`src/sv/baid_pkg.sv`:
```
`timescale 1ns / 1ps
`default_nettype none
// ----------------------------------------------------------------------------
// baid_pkg
// Shared types, sizes and register codes of the box-average image downscaler.
// ----------------------------------------------------------------------------
package baid_pkg;

   localparam int DIM_W     = 13;   // image dimension registers
   localparam int PIX_W     = 8;    // one color channel
   localparam int LANE_W    = 16;   // one channel sum
   localparam int NUM_LANES = 4;    // red, green, blue, alpha
   localparam int CSR_IDX_W = 3;

   localparam int DEF_MAX_OUT_WIDTH = 4096;
   localparam int DEF_MAX_KERNEL    = 16;

   localparam logic [CSR_IDX_W-1:0] REG_SRC_WIDTH  = 3'd0;
   localparam logic [CSR_IDX_W-1:0] REG_SRC_HEIGHT = 3'd1;
   localparam logic [CSR_IDX_W-1:0] REG_OUT_WIDTH  = 3'd2;
   localparam logic [CSR_IDX_W-1:0] REG_OUT_HEIGHT = 3'd3;

   typedef logic [NUM_LANES-1:0][LANE_W-1:0] lane_sum_type;
   typedef logic [NUM_LANES-1:0][PIX_W-1:0]  lane_pix_type;

   typedef struct packed {
      logic         err;
      logic         last;
      lane_sum_type sum;
   } mean_req_type;

   typedef struct packed {
      logic         err;
      logic         last;
      lane_pix_type mean;
   } mean_rsp_type;

   function automatic lane_sum_type lane_add(lane_sum_type a, lane_sum_type b);
      lane_sum_type r;
      for (int k = 0; k < NUM_LANES; k++) begin
         r[k] = a[k] + b[k];
      end
      return r;
   endfunction

endpackage
`default_nettype wire

```
`src/sv/baid_mean_div.sv`:
```
`timescale 1ns / 1ps
`default_nettype none
// ----------------------------------------------------------------------------
// baid_mean_div
// Pipelined restoring divider: four channel sums over the kernel pixel count,
// one quotient bit per stage, with per-stage flow control.
// ----------------------------------------------------------------------------
module baid_mean_div
   import baid_pkg::*;
#(
   parameter int CNT_W = 10
) (
   input  wire logic             clock,
   input  wire logic             reset,
   input  wire logic             in_valid,
   output logic                  in_ready,
   input  wire mean_req_type     in_data,
   input  wire logic [CNT_W-1:0] cnt,
   output logic                  out_valid,
   input  wire logic             out_ready,
   output mean_rsp_type          out_data
);

   localparam int STAGES = PIX_W;
   localparam int REM_W  = LANE_W + 1;

   logic [STAGES-1:0] vld_ff;
   logic [STAGES-1:0] ld;
   lane_sum_type      rem_ff   [STAGES];
   lane_pix_type      quo_ff   [STAGES];
   logic              err_ff   [STAGES];
   logic              last_ff  [STAGES];

   lane_sum_type      src_rem  [STAGES];
   lane_pix_type      src_quo  [STAGES];
   logic              src_vld  [STAGES];
   logic              src_err  [STAGES];
   logic              src_last [STAGES];
   lane_sum_type      rem_in   [STAGES];
   lane_pix_type      quo_in   [STAGES];

   // a stage may load when it is empty or its content moves on
   always_comb begin
      ld[STAGES-1] = !vld_ff[STAGES-1] || out_ready;
      for (int s = STAGES - 2; s >= 0; s--) begin
         ld[s] = !vld_ff[s] || ld[s+1];
      end
   end

   always_comb begin
      src_rem[0]  = in_data.sum;
      src_quo[0]  = '0;
      src_vld[0]  = in_valid;
      src_err[0]  = in_data.err;
      src_last[0] = in_data.last;
      for (int s = 1; s < STAGES; s++) begin
         src_rem[s]  = rem_ff[s-1];
         src_quo[s]  = quo_ff[s-1];
         src_vld[s]  = vld_ff[s-1];
         src_err[s]  = err_ff[s-1];
         src_last[s] = last_ff[s-1];
      end
   end

   // stage s decides quotient bit STAGES-1-s
   always_comb begin
      logic [REM_W-1:0] dvs;
      logic [REM_W-1:0] num;
      for (int s = 0; s < STAGES; s++) begin
         dvs = REM_W'(cnt) << (STAGES - 1 - s);
         for (int k = 0; k < NUM_LANES; k++) begin
            num = {1'b0, src_rem[s][k]};
            if (num >= dvs) begin
               rem_in[s][k] = LANE_W'(num - dvs);
               quo_in[s][k] = src_quo[s][k] | (PIX_W'(1) << (STAGES - 1 - s));
            end else begin
               rem_in[s][k] = src_rem[s][k];
               quo_in[s][k] = src_quo[s][k];
            end
         end
      end
   end

   always_ff @(posedge clock) begin
      if (reset) begin
         vld_ff <= '0;
      end else begin
         for (int s = 0; s < STAGES; s++) begin
            if (ld[s]) begin
               vld_ff[s] <= src_vld[s];
            end
         end
      end
   end

   always_ff @(posedge clock) begin
      for (int s = 0; s < STAGES; s++) begin
         if (ld[s]) begin
            rem_ff[s]  <= rem_in[s];
            quo_ff[s]  <= quo_in[s];
            err_ff[s]  <= src_err[s];
            last_ff[s] <= src_last[s];
         end
      end
   end

   assign in_ready      = ld[0];
   assign out_valid     = vld_ff[STAGES-1];
   assign out_data.err  = err_ff[STAGES-1];
   assign out_data.last = last_ff[STAGES-1];
   assign out_data.mean = quo_ff[STAGES-1];

endmodule
`default_nettype wire

```
`config.mk`:
```
export PLATFORM = sky130hd
export DESIGN_NAME = baid_mean_div
export DESIGN_NICKNAME = d
export VERILOG_FILES = /design/src/sv/baid_pkg.sv /design/src/sv/baid_mean_div.sv
export SDC_FILE = /design/constraint.sdc
export NUM_CORES = 1
export LEC_CHECK = 0
export BUFFER_PORTS_ARGS = -buffer_cell sky130_fd_sc_hd__buf_2
export CORE_AREA = 2 2 276 278
export DETAILED_ROUTE_END_ITERATION = 10
export DIE_AREA = 0 0 278 280
export PLACE_DENSITY = 0.67
export SYNTH_ARGS = -nofsm -noshare
export SYNTH_HDL_FRONTEND = slang
export SYNTH_SLANG_ARGS = --single-unit
```
`constraint.sdc`:
```
create_clock -name clock -period 9.9 [get_ports clock]
set_clock_uncertainty 0.2 [all_clocks]
set_input_delay 1.98 -clock clock [delete_from_list [all_inputs] [get_ports clock]]
set_output_delay 1.98 -clock clock [all_outputs]
set_load 0.005 [all_outputs]
```
==> results.md <==
- Status: completed
- Post_cts resized: 0
- First-pass GRT wire length: 129,000 um
- Drt via density: between 5 and 6
- Initial Utilization: 49.3%
- Die Wd: between 200 and 300 um
- Synth Net Count: roughly 3,500
- Reg2Reg Capture Point: rem_ff[1][13]
- Root buf cell: clkbuf_16
- CP Cell Sequence: buf_2, nor2b_1, inv_2, nor2_1, nand4_1, buf_12, buf_2
- CTS tree: done
- I/O pin total: approximately 120
- Pin count of the biggest net entering global routing: between 70 and 80
- YS warnings: 0
- Cell area after synthesis: ~0.037 mm2
- R2r worst-path depth: 4
- Worst path depth: 7
- FF-to-FF Start: vld_ff[7]
- DIE AREA: just under 0.08 mm2
- Total setup buffers inserted after CTS: 0
- Pre-CTS setup slack: between 3 and 4 ns
- Post-DP HPWL: roughly 56,000 um
- Syn Inst Count: around 3,100
- CTS sink cnt: around 620
- Avg Inst Size Synth: about 12 um2
- Clock Pin Slew Worst Setup and Hold Paths: around 0.050 ns
- CP max FO: 72
- Area growth from synthesis to layout: 10.0%
- Worst Path Class, Setup: in2out
- Total power: between 10 and 15 mW
- Die height: 280 um
- RSZ-0062 raised after global routing: no
- Synth Register Bits: ~600
- HP Class: reg2reg
- Post-Layout Inst Area: ~0.041 mm2
- # diodes: 0
- Initial antenna violation count: 0
- Avg WL per Cell: 18.8 um
- Final hold violation count: 0
- Max cap viols: 0
- Core area: between 0.07 and 0.08 mm2
- Max Clk Rate: approximately 150 MHz
- Initial DRC count: 1,909
- Number of remaining DRC errors: 0
- Maximum vdd drop: around 0.13 mV
- CP Data Arrival Time: ~4.4 ns
- Setup crit end kind: output pin
- Tot GR Track Use: ~21%
- Number of synthesized flops with an enable pin: slightly above 600
- FP Rows: ~100
- GRT Residual Overflow: 0
- Library cells used by synthesis: just over 100
- # fillers: ~6,000
- Min Tclk post-route: 6.59 ns
- Main flop type after synthesis: edfxtp_1
- H-tree depth: 3
- Port bufs: roughly 120
- Clock Path Buffers: 3
- Share of layout cells above drive strength 1: around 14%
- WHS Path Cells: 0
- Num CTS Buffers: 69
- Placer Congestion: 0.880
- TNS Setup: 0 ns
- First drt pass iteration count: 6
- CP startpoint kind: input pin
- Vias in the first global route: ~25,000
- Detail Route Antenna Nets: 0
- Sequential cell area fraction in the yosys report: roughly 50%
- Slew Limit Fails: 0
- Routed vias: ~25,000
- Worst Tran Pin Value: approximately 1.1 ns
- Leak: ~16 nW
- Critical Path Max Stage Delay: 0.68 ns
- Top cell by count, worst path: buf_2
- Power per cell area: 299 mW/mm2
- Critical Path Slowest Stage Cell: nor2_1
- CP Buf/Inv Count: 4
- Worst Setup Slack, final: 3.31 ns
- Cell family with most CP delay: simple AND/OR/NAND/NOR gates
- Critical path origin: out_ready
- Worst endpoint required time: roughly 7.7 ns
- Hold Crit Start: quo_ff[1][83]
- Post-layout nets: between 3,000 and 4,000
- Crit share post-route: 66.6%
- Final setup viols: 0
- Register-to-Register Setup Slack: 6.32 ns
- Routed WL: 80,500 um
- Hold EP: quo_ff[1][115]
- Async SR Flop Fraction: 0%
- Area after DPL: ~0.039 mm2
- Hold_buf cts: 0
- Worst-Skew Late Latency: 0.59 ns
- Slew headroom: 26.9%
==> how the worst max path moves through the flow <==
stage	to	slack, ns
3_5_place_dp	in_ready	3.31
5_1_grt	in_ready	3.07
4_1_cts	in_ready	3.26
6_report	in_ready	3.31
3_3_place_gp	in_ready	3.41
2_1_floorplan	in_ready	2.61
==> through the flow <==
step	cells	hold slack, ns	utilization [%]
global placement	4165	0.201	51.4
CTS	4283	0.213	54.3
floorplan	3120	0.200	-
global route	4283	0.220	54.3
finish	4283	0.210	54.3
detailed placement	4165	0.205	51.4
==> cell type report <==
type / instances / area (um2) / share of cell area (%)
Timing Repair Buffer: 139 / 768 / 1.88
Inverter: 116 / 440 / 1.08
Sequential cell: 616 / 18400 / 45.1
Clock inverter: 34 / 325 / 0.797
Tap cell: 978 / 1220 / 3.00
Multi-Input combinational cell: 2316 / 17800 / 43.7
Clock buffer: 84 / 1830 / 4.47
==> synthesized netlist by cell type (21+ instances only) <==
cell type	count	share of area [%]
nand3_1	33	0.45
a211oi_1	33	0.67
a21o_1	66	1.3
o21a_1	50	1.0
mux2_2	138	4.2
nand2b_1	53	0.89
nor4_1	33	0.56
buf_4	37	0.75
nor2_1	279	2.8
mux2_4	21	0.85
edfxtp_1	608	49
inv_1	113	1.1
a21oi_1	230	3.1
fa_1	28	1.5
mux2i_1	32	0.86
xnor2_1	142	3.4
o211ai_1	24	0.49
o31ai_1	21	0.42
nor3_1	59	0.80
nand4_1	30	0.51
o21ai_0	115	1.6
xor2_1	73	1.7
ha_1	316	11
a31oi_1	35	0.59
nand2_1	139	1.4
nor2b_1	67	1.1
==> worst reg2reg max path, cell delays in order (launching register included) <==
cell     delay [ns]
dfxtp_1        0.33
nor2b_1        0.41
inv_2          0.47
nor2_1         0.68
nand3_4        0.83
==> cells in the final DEF (no fill, tap or decap), types with 18 or more instances in the layout <==
cell type	synthesis	final
fa_1	28	28
buf_4	37	23
a211oi_1	33	33
or3_1	18	18
a21oi_1	230	230
nand3_1	33	32
mux2_4	21	21
o31ai_1	21	21
xor2_1	73	73
mux2_2	138	138
ha_1	316	316
nor3_1	59	59
a21o_1	66	66
nor2b_1	67	67
o21a_1	50	50
inv_1	113	101
mux2i_1	32	32
nor2_1	279	279
xnor2_1	142	142
o21ai_0	115	115
o211ai_1	24	24
nand2_1	139	136
nor4_1	33	33
edfxtp_1	608	608
nand2b_1	53	53
buf_2	16	115
clkbuf_16	0	71
a31oi_1	35	35
nand4_1	30	30
==> flip-flops by register name, indices dropped and copies added, names as in the netlist <==
| name | count |
|---|---|
| rem_ff | 448 |
| vld_ff | 8 |
| last_ff | 8 |
| quo_ff | 144 |
| err_ff | 8 |
==> where the power goes <==
| part | switching (mW) | total (mW) | internal [mW] |
|---|---|---|---|
| registers | 0.519 | 4.63 | 4.11 |
| logic | 2.71 | 5.14 | 2.43 |
| clock network | 0.972 | 2.44 | 1.46 |
==> logic make-up after synthesis <==
logic type      after synthesis  synth area share [%]
simple gates                827                  11.4
buf+inv                     188                  2.42
flops                       616                  49.6
mux                         205                  6.33
xor+xnor                    215                  5.08
fa+ha+maj                   344                  12.2
compound gates              725                  13.0
==> metal layers <==
| layer | share of wire (%) | track usage [%] |
|---|---|---|
| met1 | 46 | 27.7 |
| met2 | 47 | 34.5 |
| met3 | 5.0 | 2.62 |
| met4 | 2.6 | 6.57 |
| met5 | 0 | 0 |
No activity file was read; power rests on OpenSTA's default activity.
