<file path="config.mk">
export PLATFORM = sky130hd
export DESIGN_NAME = baid_dim_div
export DESIGN_NICKNAME = d
export VERILOG_FILES = /design/src/sv/baid_pkg.sv /design/src/sv/baid_dim_div.sv
export SDC_FILE = /design/constraint.sdc
export NUM_CORES = 1
export LEC_CHECK = 0
export ABC_AREA = 1
export BUFFER_PORTS_ARGS = -buffer_cell sky130_fd_sc_hd__buf_2
export CAP_MARGIN = 5
export CORE_ASPECT_RATIO = 1.25
export CORE_MARGIN = 2
export CORE_UTILIZATION = 45
export CTS_CLUSTER_DIAMETER = 200
export DETAILED_ROUTE_END_ITERATION = 7
export PLACE_DENSITY_LB_ADDON = 0.08
export SLEW_MARGIN = 0
export SYNTH_ARGS = -nofsm -noshare
export SYNTH_HDL_FRONTEND = slang
export SYNTH_SLANG_ARGS = --single-unit
</file>
<file path="constraint.sdc">
create_clock -name clock -period 3.6 [get_ports clock]
set_input_delay 0.72 -clock clock [delete_from_list [all_inputs] [get_ports clock]]
set_output_delay 0.72 -clock clock [all_outputs]
set_load 0.005 [all_outputs]
</file>
<file path="src/sv/baid_pkg.sv">
`timescale 1ns / 1ps
`default_nettype none
// ----------------------------------------------------------------------------
// baid_pkg
// Shared types, sizes and register codes of the box-average image downscaler.
// ----------------------------------------------------------------------------
package baid_pkg;

   localparam int DIM_W     = 13;   // image dimension registers
   localparam int PIX_W     = 8;    // one color channel
   localparam int LANE_W    = 16;   // one channel sum
   localparam int NUM_LANES = 4;    // red, green, blue, alpha
   localparam int CSR_IDX_W = 3;

   localparam int DEF_MAX_OUT_WIDTH = 4096;
   localparam int DEF_MAX_KERNEL    = 16;

   localparam logic [CSR_IDX_W-1:0] REG_SRC_WIDTH  = 3'd0;
   localparam logic [CSR_IDX_W-1:0] REG_SRC_HEIGHT = 3'd1;
   localparam logic [CSR_IDX_W-1:0] REG_OUT_WIDTH  = 3'd2;
   localparam logic [CSR_IDX_W-1:0] REG_OUT_HEIGHT = 3'd3;

   typedef logic [NUM_LANES-1:0][LANE_W-1:0] lane_sum_type;
   typedef logic [NUM_LANES-1:0][PIX_W-1:0]  lane_pix_type;

   typedef struct packed {
      logic         err;
      logic         last;
      lane_sum_type sum;
   } mean_req_type;

   typedef struct packed {
      logic         err;
      logic         last;
      lane_pix_type mean;
   } mean_rsp_type;

   function automatic lane_sum_type lane_add(lane_sum_type a, lane_sum_type b);
      lane_sum_type r;
      for (int k = 0; k < NUM_LANES; k++) begin
         r[k] = a[k] + b[k];
      end
      return r;
   endfunction

endpackage
`default_nettype wire

</file>
<file path="src/sv/baid_dim_div.sv">
`timescale 1ns / 1ps
`default_nettype none
// ----------------------------------------------------------------------------
// baid_dim_div
// Iterative restoring divider, one quotient bit per clock, for kernel sizes.
// ----------------------------------------------------------------------------
module baid_dim_div
   import baid_pkg::*;
#(
   parameter int W = DIM_W
) (
   input  wire logic         clock,
   input  wire logic         reset,
   input  wire logic         start,
   input  wire logic [W-1:0] dividend,
   input  wire logic [W-1:0] divisor,
   output logic              busy,
   output logic [W-1:0]      quotient
);

   localparam int CNT_W = $clog2(W + 1);

   logic [W-1:0]     rem_ff;
   logic [W-1:0]     quo_ff;
   logic [W-1:0]     dvs_ff;
   logic [CNT_W-1:0] cnt_ff;

   logic [W:0] trial;
   logic [W:0] diff;
   logic       fits;

   always_comb begin
      trial = {rem_ff, quo_ff[W-1]};
      diff  = trial - {1'b0, dvs_ff};
      fits  = trial >= {1'b0, dvs_ff};
   end

   always_ff @(posedge clock) begin
      if (reset) begin
         cnt_ff <= '0;
      end else if (start) begin
         cnt_ff <= CNT_W'(W);
      end else if (cnt_ff != '0) begin
         cnt_ff <= cnt_ff - CNT_W'(1);
      end
   end

   always_ff @(posedge clock) begin
      if (start) begin
         rem_ff <= '0;
         quo_ff <= dividend;
         dvs_ff <= divisor;
      end else if (busy) begin
         rem_ff <= fits ? W'(diff) : W'(trial);
         quo_ff <= {quo_ff[W-2:0], fits};
      end
   end

   assign busy     = cnt_ff != '0;
   assign quotient = quo_ff;

endmodule
`default_nettype wire

</file>
==> results.ini, run 1 <==
[floorplanning]
fp.dieH_microns=89.62
fp.coreArea_sq_mm=0.005741
dieArea_sq_mm=0.006496
rows=31
start_util_pct=45.97
die_w_microns=72.49
pin_count=43

[timing]
timing.final.ws_setup_ns=1.144
period_minus_slack_ns=2.456
hold_viol_final=0
max_freq_mhz=407.2
worst_pin_slew_ns=0.7923
slew_headroom_pct=46.98
fin_hold_ws_ns=0.4740
setup_viol=0
slew_violations=0
fin_skew_ns=0.005951
totalNegativeSetupSlack_ns=0
period_share_pct=68.21
rsz0062_at_grt=false

[synthesis]
yosysWarnings=0
syn_nets=403
synth_top_cell_area_share_pct=29.59
synth_area_leaders=edfxtp_1 (30%), nand2_1 (18%), dfxtp_1 (13%)
synth_cell_types=32
yosysTopAreaCell=edfxtp_1
ys_ff_latch=43
synth_area_sq_mm=0.002639
ys_seq_area_share_pct=42.48
synthCells=359
syn_area_per_cell_sq_um=7.350

[clock_tree]
clock-sinks=43
path_clk_slew_ns=0.08
cts_tree=yes
clock_latency_ns=0.30
numCtsBuffers=5
clockBufferDepth=2
cts_root_buffer=clkbuf_8
cts_resized=0
post_cts_buffers=0
htree_levels=2
hold_buffers=0

[setup_path]
crit_arrival_ns=2.60
cp_slowest_cell=nor2_1
cp_max_fo=16
path_cells=inv_1 > ha_1 > nand2_1 > nor2_1 > inv_1 > nor2_1 > inv_1 > nor2_1 > a211oi_1
cp-end-kind=register
cpPeakStageDelay_ns=0.55
worstPathRequired_ns=3.75
crit_buf_inv=3
worst_setup_path_start_kind=register
path_delay_family=simple AND/OR/NAND/NOR gates
critPathKind=register to register

[grt]
grt_pass1_vias=2139
antenna_found_initial=0
grt_max_degree=22
grt_usage_pct=19.58
grt-ovfl-total=0
grt_first_pass_wirelength_mm=9.763

[pwr]
p_total_mw=2.068
powerDensity_mw_per_mm2=687.0
p_leak_nw=1.656
ir_worst_vdd_mv=0.3230

[routing]
drc=0
ant_nets=0
drt_wl_total_mm=5.761
wire_per_inst_microns=12.28
drt-initial-drc-count=133
viasPerCell=4.868
vias=2283
firstDrtPassIters=4

[finish]
utilization_pct=52.44
final_area_sq_mm=0.003010
fin_cells=469
area_growth_pct=14.08
nNetsFinal=446
antenna_cells=0
drive_gt1_share_pct=15.63

[place]
port_buffers=42
dp_slack_ns=1.139
hpwl_mm=4.457
gp_congestion=0.8679
post-place-cells=461
dpl-instance-area_sq_mm=0.002904

[worst_hold_path]
hold_class=register to register

[flow_run]
maxCapViolations=0

[run_status]
run_status=completed

-- path summary, 6_finish.rpt --
check | depth (start not counted) | endpoint | slack [ns] | from
min reg2reg | 1 | cnt_ff[0] | 0.47 | cnt_ff[0]
max reg2reg | 9 | cnt_ff[0] | 1.14 | cnt_ff[0]
max | 9 | cnt_ff[0] | 1.14 | cnt_ff[0]
min | 1 | cnt_ff[0] | 0.47 | cnt_ff[0]
-- registers in the layout, summed over array words and instances, names as in the netlist --
signal	count
dvs_ff	13
rem_ff	13
cnt_ff	4
quotient	13
-- logic make-up (layout without fill, tap and decap cells) --
| kind of cell | count (synthesis) | after routing | synth area share (%) |
|---|---|---|---|
| AOI/OAI and AO/OA | 21 | 21 | 4.742 |
| xor gates and xnor gates | 5 | 5 | 1.660 |
| adders and majority gates | 15 | 15 | 7.397 |
| buffers and inverters | 77 | 121 | 11.28 |
| DFF | 43 | 43 | 42.48 |
| and+or+nand+nor | 198 | 198 | 32.43 |
-- cell usage in the layout (no fill, tap or decap), drive strengths merged, types with 2 or more instances in the layout --
master and count:
o21ai 9, nand2 133, edfxtp 26, xnor2 2, xor2 3, nand3 26
buf 43, nand4 10, nor2 25, and2 2, dfxtp 17, a21oi 8
clkbuf 7, inv 70, ha 14
-- report_power, final --
| part | switching, mW | internal (mW) | total, mW |
|---|---|---|---|
| Sequential | 0.0778 | 0.635 | 0.712 |
| Combinational | 0.626 | 0.355 | 0.981 |
| Clock | 0.167 | 0.208 | 0.375 |
-- cell type report --
class                      instances  area, sq um
sequential                        43         1121
clock inverter                     1        30.03
tap                               66        82.58
clock buffer                       7        76.32
inverter                          70        262.8
fill                             574         2730
timing repair buffer              43        217.7
multi-input combinational        239         1220
-- cells in the mapped netlist (all sizes together) --
library cell / n
xor2: 3
buf: 2
inv: 70
edfxtp: 26
o31ai: 1
nor2: 25
o21ai: 9
fa: 1
a31oi: 1
nand4: 10
and2: 2
dfxtp: 17
xnor2: 2
a21oi: 8
nand3: 26
clkbuf: 5
o211ai: 1
nand2: 133
a211oi: 1
nor3: 1
ha: 14
nand3b: 1
-- layer usage --
layer  vias to the layer above  track usage [%]  share of wire [%]
met2                        41            35.53                 50
li1                       1200                -                  -
met5                         -                0                  0
met3                         5            3.013                3.8
met1                      1037            24.12                 45
met4                         0            5.724                1.0
No activity file was read; power rests on OpenSTA's default activity.
==> run 2, diff against run 1 <==
Clock period 3.6 ns to 2.4 ns, I/O delays scaled along.
==> run 2 against run 1 <==
  * Final cell count up 0.64%
  * Power up 51%
  * Clock power up 53%
  * Combinational power increased by 52%
  * Non-clock buffer count is 3 higher
  * Design area rose by 0.96%
  * Clock skew is 0.0015 ns lower
  * Sequential power rose by 50%
  * Worst hold slack worse by 0.13 ns
  * Core utilization is 0.50 points higher
  * Clock-buffer cell count down 1
  * Critical path type unchanged
  * Largest cell class unchanged
==> results.ini, run 2 (synthesis gave the netlist of run 1 again) <==
[grt]
grt_pass1_vias=2247  ; +5.0%
antenna_found_initial=0  ; unchanged
grt_first_pass_wirelength_mm=9.742  ; -0.22%
grt-ovfl-total=0  ; unchanged
grt_usage_pct=19.49  ; -0.098 points
grt_max_degree=30  ; +36%

[timing]
totalNegativeSetupSlack_ns=0  ; unchanged
slew_headroom_pct=60.59  ; +14 points
period_minus_slack_ns=2.203  ; -0.2525 ns
fin_hold_ws_ns=0.3490  ; -0.1250 ns
setup_viol=0  ; unchanged
fin_skew_ns=0.004414  ; -0.001537 ns
max_freq_mhz=453.9  ; +11%
slew_violations=0  ; unchanged
rsz0062_at_grt=false
hold_viol_final=0  ; unchanged
worst_pin_slew_ns=0.5904  ; -0.2019 ns
period_share_pct=91.80  ; +24 points

[floorplanning]
fp.dieH_microns=89.62  ; unchanged
rows=31  ; unchanged
die_w_microns=72.49  ; unchanged
fp.coreArea_sq_mm=0.005741  ; unchanged
pin_count=43  ; unchanged
start_util_pct=45.97  ; unchanged
dieArea_sq_mm=0.006496  ; unchanged

[routing]
top_layer=met4
drt-initial-drc-count=98  ; -26%
viasPerCell=4.907  ; +0.80%
ant_nets=0  ; unchanged
drt_wl_total_mm=5.788  ; +0.47%
met2_length_mm=2.939  ; +1.6%
wl_met3_microns=258  ; +17%
firstDrtPassIters=4  ; unchanged
met1_length_mm=2.455  ; -5.1%
wire_per_inst_microns=12.26  ; -0.17%
vias=2316  ; +1.4%
drc=0  ; unchanged

[finish]
drive_gt1_share_pct=16.75  ; +1.1 points
layout_commonest_cell=nand2_1
layout_common_cells=nand2_1 (126), inv_1 (69), buf_2 (42)
multiInputGateArea_sq_mm=0.001222  ; +0.20%
fin_cells=472  ; +0.64%
nNetsFinal=449  ; +0.67%
fillCellCount=597  ; +4.0%
area_growth_pct=15.17
antenna_cells=0  ; unchanged
seq_area_sq_mm=0.001121  ; unchanged
utilization_pct=52.94  ; +0.50 points

[clock_tree]
clock-sinks=43  ; unchanged
numCtsBuffers=5  ; unchanged
path_clk_slew_ns=0.09  ; about the same
clock_latency_ns=0.30  ; about the same
htree_levels=2  ; unchanged
cts_tree=yes
hold_buffers=0  ; unchanged
cts_root_buffer=clkbuf_8
clockBufferDepth=2  ; unchanged

[setup_path]
critPathKind=register to register
r2r-start=quotient[12]
crit_arrival_ns=2.24  ; -0.36 ns
rr_worst_depth=12  ; +3
path_cells=inv_1 > ha_1 > inv_1 > fa_1 > nand2_1 > nand2_1 > nand3_1 > nand2_2 > nand2_4 > nand3_2 > inv_2 > o21ai_0
cp_slowest_cell=edfxtp_1
cp.depth=12  ; +3
worst_setup_path_start_kind=register
cpPeakStageDelay_ns=0.42  ; -0.13 ns
worstPathRequired_ns=2.44  ; -1.31 ns
regToRegEndpoint=quotient[0]
crit_buf_inv=3  ; unchanged
cp_max_fo=10  ; -6
path_delay_family=adder cells
cp-end-kind=register
r2r_slack_ns=0.20  ; -0.95 ns

[run_status]
run_status=completed

[pwr]
powerDensity_mw_per_mm2=1030  ; +50%
p_leak_nw=1.669  ; +0.80%
ir_worst_vdd_mv=0.5319  ; +65%

[worst_hold_path]
hold_class=primary input to register
hp-start=divisor[7]
worstHoldEndpoint=dvs_ff[7]
min_path_cells=1  ; unchanged

[place]
post-place-cells=464  ; +0.65%
port_buffers=42  ; unchanged
gp_congestion=0.8624  ; -0.63%
hpwl_mm=4.357  ; -2.3%

[flow_run]
maxCapViolations=0  ; unchanged

-- run 2: cell types whose count changed in the layout (fill, tap and decap cells not counted) --
cell        change
buf_4           +3
clkinvlp_4      +1
nor2_2          +1
clkbuf_1        -1
nor2_1          -1
-- run 2: how the worst max path moves through the flow --
stage	startpoint	endpoint
finish	quotient[12]	quotient[0]
global route	quotient[12]	rem_ff[12]
CTS	quotient[12]	quotient[0]
detailed placement	quotient[12]	quotient[0]
global placement	quotient[12]	quotient[0]
floorplan	quotient[12]	quotient[0]
-- run 2: layout make-up --
cell class | count | share of cell area, %
inverters | 70 | 8.646
clock inverters | 2 | 1.235
well taps | 66 | 2.717
multi-input cells | 239 | 40.22
repair buffers | 46 | 7.904
flip-flops and latches | 43 | 36.89
clock buffers | 6 | 2.388
-- run 2: per-stage QoR --
step | worst slack [ns] | area [sq um] | power [mW]
after floorplan | 0.3941 | 2639 | 2.207
after global placement | 0.2404 | 2927 | 2.553
after detailed placement | 0.2062 | 2927 | 2.572
after CTS | 0.1937 | 3037 | 3.155
after global routing | 0.005261 | 3039 | 3.421
final | 0.1969 | 3039 | 3.131
-- run 2: layer usage --
| metal | up-vias | GRT usage [%] |
|---|---|---|
| met5 | - | 0 |
| met4 | 0 | 7.912 |
| met3 | 14 | 4.018 |
| met2 | 60 | 36.45 |
| met1 | 1034 | 21.49 |
| li1 | 1208 | - |
-- run 2: repair_timing --
action                     CTS  global route
gates resized for setup      0             1
setup buffers                0             0
setup endpoints to repair    0             1
-- run 2: power breakdown --
group	internal [mW]	switching [mW]	leakage, nW	total, mW
sequential	0.952	0.114	0.408	1.07
combinational	0.551	0.940	1.21	1.49
clock	0.311	0.263	0.0514	0.574
